--- src/rtl/core/scbp_pkg.sv ---
// ----------------------------------------------------------------------------
// scbp_pkg
// types, constants and helpers shared by the size class block pool core
// ----------------------------------------------------------------------------
package scbp_pkg;

   localparam int CLASS_COUNT  = 16;
   localparam int HANDLE_COUNT = 4096;

   localparam int CLS_W    = $clog2(CLASS_COUNT);
   localparam int HANDLE_W = $clog2(HANDLE_COUNT);
   localparam int LINK_W   = HANDLE_W + 1;
   localparam int CNT_W    = 13;
   localparam int BS_W     = 26;
   localparam int SIZE_W   = 32;
   localparam int HELD_W   = 34;
   localparam int FB_W     = CNT_W + BS_W;

   localparam int BASE_SHIFT   = 10;
   localparam int SMALL_CLASS  = 7;
   localparam int MEDIUM_CLASS = 13;
   localparam int SPAN_SHIFT   = 24;
   localparam int REFILL_SMALL = 128;

   localparam logic [LINK_W-1:0] END_MARK    = LINK_W'(HANDLE_COUNT);
   localparam logic [FB_W-1:0]   TRIM_FLOOR  = FB_W'(64'd262144);
   localparam logic [FB_W-1:0]   REFILL_THR  = FB_W'(64'd16777216);
   localparam logic [31:0]       POOL_RESET  = 32'h8000_0000;

   typedef struct packed {
      logic              kind;
      logic [SIZE_W-1:0] size;
      logic [11:0]       handle;
   } req_type;

   typedef struct packed {
      logic [1:0]  status;
      logic [11:0] granted_handle;
      logic [25:0] granted_size;
   } rsp_type;

   typedef enum logic [1:0] {
      RSP_OK       = 2'd0,
      RSP_NO_FIT   = 2'd1,
      RSP_NO_SPACE = 2'd2
   } rsp_code_type;

   typedef enum logic [3:0] {
      OP_NONE,
      OP_INIT_WR,
      OP_LOAD,
      OP_RELEASE,
      OP_READ_HEAD,
      OP_ALLOC_POP,
      OP_TRIM_START,
      OP_TRIM_POP,
      OP_REFILL_START,
      OP_READ_SPARE,
      OP_REFILL_PUSH,
      OP_CUR_ZERO,
      OP_CUR_INC,
      OP_CUR_REQ
   } op_type;

   typedef enum logic [3:0] {
      ST_INIT,
      ST_IDLE,
      ST_DECIDE,
      ST_ALLOC_RD,
      ST_ALLOC_POP,
      ST_REFILL_CHK,
      ST_REFILL_RECHK,
      ST_REFILL_START,
      ST_REFILL_LOOP,
      ST_REFILL_PUSH,
      ST_TRIM_START,
      ST_TRIM_LOOP,
      ST_TRIM_POP,
      ST_RESP
   } state_type;

   typedef struct packed {
      op_type       op;
      logic         thr_all;
      logic         rsp_load;
      rsp_code_type rsp_code;
   } cmd_type;

   typedef struct packed {
      logic init_last;
      logic found;
      logic is_release;
      logic head_end;
      logic spare_end;
      logic count_zero;
      logic pushed_any;
      logic over_budget;
      logic cur_last;
   } stat_type;

   function automatic logic [BS_W-1:0] class_bytes(input logic [CLS_W-1:0] c);
      class_bytes = BS_W'(1) << (BASE_SHIFT + int'(c));
   endfunction

endpackage

--- src/rtl/core/scbp_ctrl.sv ---
// ----------------------------------------------------------------------------
// scbp_ctrl
// sequencer for allocate, release, refill and trim of the block pool
// ----------------------------------------------------------------------------
module scbp_ctrl (
   input  logic               clock,
   input  logic               reset,
   input  logic               req_valid,
   output logic               req_ready,
   output logic               rsp_valid,
   input  logic               rsp_ready,
   input  scbp_pkg::stat_type stat,
   output scbp_pkg::cmd_type  cmd
);

   scbp_pkg::state_type    state_ff, state_in;
   scbp_pkg::rsp_code_type code_ff, code_in;
   logic                   trim_all_ff, trim_all_in;
   logic                   rsp_valid_ff, rsp_valid_in;

   always_ff @(posedge clock) begin
      if (reset) begin
         state_ff     <= scbp_pkg::ST_INIT;
         code_ff      <= scbp_pkg::RSP_OK;
         trim_all_ff  <= 1'b0;
         rsp_valid_ff <= 1'b0;
      end else begin
         state_ff     <= state_in;
         code_ff      <= code_in;
         trim_all_ff  <= trim_all_in;
         rsp_valid_ff <= rsp_valid_in;
      end
   end

   always_comb begin
      state_in     = state_ff;
      code_in      = code_ff;
      trim_all_in  = trim_all_ff;
      cmd.op       = scbp_pkg::OP_NONE;
      cmd.thr_all  = trim_all_ff;
      cmd.rsp_load = 1'b0;
      cmd.rsp_code = code_ff;
      req_ready    = 1'b0;
      case (state_ff)
         scbp_pkg::ST_INIT: begin
            cmd.op = scbp_pkg::OP_INIT_WR;
            if (stat.init_last) state_in = scbp_pkg::ST_IDLE;
         end
         scbp_pkg::ST_IDLE: begin
            req_ready = 1'b1;
            if (req_valid) begin
               cmd.op   = scbp_pkg::OP_LOAD;
               state_in = scbp_pkg::ST_DECIDE;
            end
         end
         scbp_pkg::ST_DECIDE: begin
            if (!stat.found) begin
               code_in  = scbp_pkg::RSP_NO_FIT;
               state_in = scbp_pkg::ST_RESP;
            end else if (stat.is_release) begin
               cmd.op      = scbp_pkg::OP_RELEASE;
               trim_all_in = 1'b0;
               state_in    = scbp_pkg::ST_TRIM_START;
            end else if (!stat.head_end) begin
               state_in = scbp_pkg::ST_ALLOC_RD;
            end else begin
               state_in = scbp_pkg::ST_REFILL_CHK;
            end
         end
         scbp_pkg::ST_ALLOC_RD: begin
            cmd.op   = scbp_pkg::OP_READ_HEAD;
            state_in = scbp_pkg::ST_ALLOC_POP;
         end
         scbp_pkg::ST_ALLOC_POP: begin
            cmd.op   = scbp_pkg::OP_ALLOC_POP;
            code_in  = scbp_pkg::RSP_OK;
            state_in = scbp_pkg::ST_RESP;
         end
         scbp_pkg::ST_REFILL_CHK: begin
            if (stat.over_budget) begin
               cmd.op      = scbp_pkg::OP_CUR_ZERO;
               trim_all_in = 1'b1;
               state_in    = scbp_pkg::ST_TRIM_START;
            end else begin
               state_in = scbp_pkg::ST_REFILL_START;
            end
         end
         scbp_pkg::ST_REFILL_RECHK: begin
            if (stat.over_budget) begin
               code_in  = scbp_pkg::RSP_NO_SPACE;
               state_in = scbp_pkg::ST_RESP;
            end else begin
               state_in = scbp_pkg::ST_REFILL_START;
            end
         end
         scbp_pkg::ST_REFILL_START: begin
            cmd.op   = scbp_pkg::OP_REFILL_START;
            state_in = scbp_pkg::ST_REFILL_LOOP;
         end
         scbp_pkg::ST_REFILL_LOOP: begin
            if (stat.count_zero) begin
               state_in = scbp_pkg::ST_ALLOC_RD;
            end else if (stat.spare_end) begin
               if (stat.pushed_any) begin
                  state_in = scbp_pkg::ST_ALLOC_RD;
               end else begin
                  code_in  = scbp_pkg::RSP_NO_SPACE;
                  state_in = scbp_pkg::ST_RESP;
               end
            end else begin
               cmd.op   = scbp_pkg::OP_READ_SPARE;
               state_in = scbp_pkg::ST_REFILL_PUSH;
            end
         end
         scbp_pkg::ST_REFILL_PUSH: begin
            cmd.op   = scbp_pkg::OP_REFILL_PUSH;
            state_in = scbp_pkg::ST_REFILL_LOOP;
         end
         scbp_pkg::ST_TRIM_START: begin
            cmd.op   = scbp_pkg::OP_TRIM_START;
            state_in = scbp_pkg::ST_TRIM_LOOP;
         end
         scbp_pkg::ST_TRIM_LOOP: begin
            if (stat.count_zero || stat.head_end) begin
               if (!trim_all_ff) begin
                  code_in  = scbp_pkg::RSP_OK;
                  state_in = scbp_pkg::ST_RESP;
               end else if (stat.cur_last) begin
                  cmd.op   = scbp_pkg::OP_CUR_REQ;
                  state_in = scbp_pkg::ST_REFILL_RECHK;
               end else begin
                  cmd.op   = scbp_pkg::OP_CUR_INC;
                  state_in = scbp_pkg::ST_TRIM_START;
               end
            end else begin
               cmd.op   = scbp_pkg::OP_READ_HEAD;
               state_in = scbp_pkg::ST_TRIM_POP;
            end
         end
         scbp_pkg::ST_TRIM_POP: begin
            cmd.op   = scbp_pkg::OP_TRIM_POP;
            state_in = scbp_pkg::ST_TRIM_LOOP;
         end
         scbp_pkg::ST_RESP: begin
            if (!rsp_valid_ff || rsp_ready) begin
               cmd.rsp_load = 1'b1;
               state_in     = scbp_pkg::ST_IDLE;
            end
         end
         default: begin
            state_in = scbp_pkg::ST_IDLE;
         end
      endcase
      rsp_valid_in = cmd.rsp_load | (rsp_valid_ff & ~rsp_ready);
   end

   assign rsp_valid = rsp_valid_ff;

`ifndef SYNTHESIS
   a_accept_decide: assert property (@(posedge clock) disable iff (reset)
      (req_valid && req_ready) |=> (state_ff == scbp_pkg::ST_DECIDE))
      else $error("accepted item did not enter decode");
   a_load_free_slot: assert property (@(posedge clock) disable iff (reset)
      cmd.rsp_load |-> (!rsp_valid_ff || rsp_ready))
      else $error("result loaded over a waiting item");
   a_ready_idle: assert property (@(posedge clock) disable iff (reset)
      req_ready |-> (state_ff == scbp_pkg::ST_IDLE))
      else $error("ready raised outside idle");
`endif

endmodule

--- config.mk ---
export PLATFORM = sky130hd
export DESIGN_NAME = scbp_ctrl
export DESIGN_NICKNAME = d
export VERILOG_FILES = /design/src/rtl/core/scbp_pkg.sv /design/src/rtl/core/scbp_ctrl.sv
export SDC_FILE = /design/constraint.sdc
export NUM_CORES = 1
export LEC_CHECK = 0
export BUFFER_PORTS_ARGS = -buffer_cell sky130_fd_sc_hd__buf_2
export CAP_MARGIN = 20
export CORE_UTILIZATION = 47
export DETAILED_ROUTE_END_ITERATION = 12
export PLACE_DENSITY = 0.79
export SYNTH_ARGS = -nofsm -noshare
export SYNTH_HDL_FRONTEND = slang
export SYNTH_SLANG_ARGS = --single-unit
--- constraint.sdc ---
create_clock -name clock -period 1.4 [get_ports clock]
set_clock_uncertainty 0.15 [all_clocks]
set_input_delay 0.14 -clock clock [delete_from_list [all_inputs] [get_ports clock]]
set_output_delay 0.14 -clock clock [all_outputs]
set_load 0.05 [all_outputs]
==> results of run 1 <==
[per-stage QoR]
step | std cells | setup slack (ns) | hold WS [ns] | area [um2]
CTS | 203 | -0.424 | 0.0739 | 1660
floorplan | 122 | -0.429 | 0.0520 | 1010
global placement | 190 | -0.236 | 0.256 | 1320
detailed placement | 190 | -0.276 | 0.266 | 1320
[cells by family after synthesis]
group,share of synthesized area
muxes,0.0113
and+or+nand+nor,0.318
buffers and inverters,0.103
DFF,0.181
xor gates and xnor gates,0.00989
AOI/OAI and AO/OA,0.377
[repair_timing]
| item | in CTS |
|---|---|
| setup buffers | 9 |
| gates resized for setup | 53 |
| endpoints found under the hold margin | 3 |
| pin swaps | 12 |
| setup endpoints to repair | 13 |
| gates cloned | 1 |
| hold buffers | 1 |
==> impl_metrics.yaml, run 1 <==
run_status:
  status: "did not finish"
  failed_stage: "5_1_grt"
  firstError: "[ERROR DPL-0038] Utilization greater than 100%, impossible to legalize"
placed_design:
  io_buffers: 22
  routabilityCongestion: 0.933
  place_hpwl_um: 2290
clock_tree:
  clk_path_buf_depth: 2
  cts_htree_levels: 1
  clockRootBuffer: "clkbuf_4"
  cts.sinks: 8
  cts_made_buffers: 3
synth:
  synth_seq_cells: 8
  netlist_instances: 122
  async_reset_ff_frac: 0
  synth_enable_flop_cells: 0
  yosysMostFrequentCell: "nand2_1"
  synthDominantAreaCellType: "dfxtp_1"
  post_synth.cell_area_avg_um2: 7.26
  ys_warn_count: 0
  ys_dominant_reg_cell: "dfxtp_1"
  netlist.area_leader.share: 0.181
  synth_commonest_cells: "11 x nand2_1, 10 x nand2b_1, 10 x nor2_1"
  yosysSeqAreaShare: 0.181
  netlist-cell-type-count: 49
  synth_nets: 135
  mappedNetlistArea_um2: 886
  synth_top_area_cells: "dfxtp_1 18%, nand2b_1 7.1%, a21oi_1 5.1%"
floorplanning:
  dieHeight_um: 45.4
  placement_rows: 15
  io-pin-count: 23
  starting_density_of_the_core: 0.508
  die_width_um: 45.4
global_routing:
  largest_net_degree_at_the_start_of_global_routing: 14
timing:
  worstEndpointGrtRepair: "cmd[5]"
  timing.worst_endpoint.kind: "top-level output"
==> inputs of run 2 (changes only) <==
CORE_AREA = 2 2 63 65   (was unset)
CORE_UTILIZATION = unset   (was 47)
DIE_AREA = 0 0 65 67   (was unset)
PLACE_DENSITY = unset   (was 0.79)
PLACE_DENSITY_LB_ADDON = 0.15   (was unset)
clock period = 1.8 ns   (was 1.4 ns; I/O delays follow)
==> impl_metrics.yaml, run 2 <==
timing:
  finalCritPeriodShare: 1.02
  fmax_mhz: 547
  finalCriticalPeriod_ns: 1.83
  maxSlewViolCount: 0
  max_slew.worst_pin.slew_ns: 0.498
  setup_ws_ns: -0.0290
  finalHoldViolCount: 0
  setup-violations-final: 1
  worst_slew_margin_rel: 0.659
  setup_repair_after_global_routing_missed_its_margin: "true"
run_status:
  status: "finished, violations left"
  violations: "setup timing"
floorplanning:
  dieHeight_um: 67
  io-pin-count: 23
  core_area_mm2: 0.00361
  floorplan.die_area_mm2: 0.00436
  placement_rows: 22
  die_width_um: 65
  starting_density_of_the_core: 0.246
synth:
  synth_commonest_cells: "11 x nand2_1, 10 x nand2b_1, 10 x nor2_1"
  mappedNetlistArea_um2: 886
  synth_enable_flop_cells: 0
  yosysSeqAreaShare: 0.181
  synth_nets: 135
  synth_seq_cells: 8
  post_synth.cell_area_avg_um2: 7.26
  netlist-cell-type-count: 49
  ys_warn_count: 0
  async_reset_ff_frac: 0
  yosysMostFrequentCell: "nand2_1"
  netlist_instances: 122
  synth_top_area_cells: "dfxtp_1 18%, nand2b_1 7.1%, a21oi_1 5.1%"
  ys_dominant_reg_cell: "dfxtp_1"
  netlist.area_leader.share: 0.181
  synthDominantAreaCellType: "dfxtp_1"
global_routing:
  first_global_vias: 1053
  grt_antenna_before_repair: 0
  largest_net_degree_at_the_start_of_global_routing: 13
  grt_pass1_wl_um: 5020
  global_route.usage.total: 0.150
  overflow: 0
finish:
  largestRegisters: "state_ff (4), code_ff (2)"
  mostFrequentLayoutCells: "22 x buf_4, 17 x buf_2, 11 x nand2_1"
  number_of_flip_flops_in_the_largest_register: 4
  n_antenna_cell: 0
  finish.instance_area_mm2: 0.00139
  final_layout_size_suffix_gt1_frac: 0.440
  layout_commonest_cell: "buf_4"
  regMostFlops: "state_ff"
  fillCellCount: 371
  layout-area-overhead-vs-synth_pct: 56.4
  number_of_nets_in_the_layout: 174
drt:
  dr_drc_count: 0
  dr_wl_met2_um: 1510
  detailedRoute.firstIterationViolations: 29
  routed_wire_length_per_instance_um: 15.2
  wirelength_met1_um: 1490
  antenna_violating_nets_post_route: 0
  wl_met3_um: 122
  vias: 1092
  detailedRoute.firstPassIterationCount: 5
  post_drt_via_cell_ratio: 5.28
  finalWirelength_um: 3150
  maxUsedRoutingLayer: "met4"
hold_path:
  hold_start: "reset"
  hold_path_class: "primary input to flop"
  hold_end: "state_ff[3]$_SDFFE_PP0P_"
  whs_path_depth: 2
placed_design:
  placed_area_mm2: 0.00121
  preCtsSetupSlack_ns: 0.0330
  place_hpwl_um: 2430
  io_buffers: 22
  routabilityCongestion: 0.814
critical_path:
  cp_data_required_time_ns: 1.47
  crit_fanout: 7
  path_class: "flop to primary output"
  startpoint_type: "flop"
  r2r_startpoint: "state_ff[1]$_SDFFE_PP0P_"
  crit-reg2reg-capture: "code_ff[0]$_SDFFE_PP0P_"
  endpoint_kind: "primary output"
  ff2ff_path_depth: 6
  critical_path_data_arrival_time_ns: 1.50
  r2r_slack_ns: 0.10
clock_tree:
  cts_made_buffers: 3
  cts_tree: "built"
  worst_skew_pair.late_latency_ns: 0.24
  cts.sinks: 8
  post_cts_hold_buffer_count: 0
  clk_path_buf_depth: 2
  clockRootBuffer: "clkbuf_8"
  clkTransAtPathRegs_ns: 0.05
  cts_htree_levels: 1
run:
  max_cap_violations: 0
power:
  p_leak_nw: 0.561
  p_per_cell_area_mw_per_mm2: 987
  peakVddDrop_mv: 0.648
-- run 2: cell counts after synthesis --
Identical to the previous run, type by type.
-- run 2: stage by stage --
stage,total power [mW],std cells,hold slack (ns),TNS (ns),utilization
global placement,1.03,200,0.296,0,0.336
detailed placement,1.04,200,0.288,0,0.336
global route,1.45,207,0.0630,-0.0935,0.384
finish,1.37,207,0.0621,-0.0290,0.384
CTS,1.32,205,0.0412,-0.0416,0.363
floorplan,0.828,122,0.0920,-0.0739,-
-- run 2: critical path: stages (launching register included) --
cell and delay [ns]:
dfxtp_4 0.36, nand2b_4 0.15, o32ai_2 0.20, nand2b_1 0.20
o211ai_1 0.13, buf_4 0.22
-- run 2: kinds of logic (layout without fill, tap and decap cells) --
group,count (synthesis),after routing,share of synthesized area
flops,8,8,0.181
xor+xnor,1,1,0.00989
mux,1,1,0.0113
simple gates,50,50,0.318
buf+inv,16,53,0.103
compound gates,46,46,0.377
-- run 2: worst max-delay path by stage --
stage / slack (ns) / startpoint / cells after the start / to
2_1_floorplan: -0.07 / state_ff[3]$_SDFFE_PP0P_ / 5 / cmd[5]
3_3_place_gp: 0.06 / state_ff[2]$_SDFFE_PP0P_ / 4 / code_ff[0]$_SDFFE_PP0P_
3_5_place_dp: 0.03 / state_ff[1]$_SDFFE_PP0P_ / 5 / cmd[5]
4_1_cts: -0.04 / state_ff[1]$_SDFFE_PP0P_ / 5 / cmd[5]
5_1_grt: -0.06 / state_ff[0]$_SDFFE_PP0P_ / 5 / cmd[5]
6_report: -0.03 / state_ff[0]$_SDFFE_PP0P_ / 5 / cmd[5]
-- run 2: area by class of cell --
| class | instances | area, um2 | share of cell area |
|---|---|---|---|
| multi-input combinational | 98 | 756 | 0.546 |
| tap | 48 | 60.1 | 0.0434 |
| timing repair buffer | 46 | 338 | 0.244 |
| inverter | 4 | 15.0 | 0.0108 |
| clock buffer | 3 | 41.3 | 0.0298 |
| sequential | 8 | 175 | 0.126 |
-- run 2: timing repair --
action / in CTS / in global routing
pin swaps: 1 / 2
setup buffers: 2 / 2
resized for setup: 14 / 18
endpoints found under the setup margin: 5 / 8
-- run 2: per-layer routing --
metal,vias up,track usage
met5,-,0
met4,0,0.0399
met3,5,0.0152
met2,33,0.262
met1,517,0.195
li1,537,-
-- run 2: where the power goes --
part / switching, mW / total [mW] / internal, mW / leakage, nW
Clock: 0.0838 / 0.230 / 0.146 / 0.0216
Combinational: 0.490 / 0.877 / 0.386 / 0.472
Sequential: 0.0526 / 0.261 / 0.208 / 0.0678
Note: power is estimated with default switching activity, not from simulation.
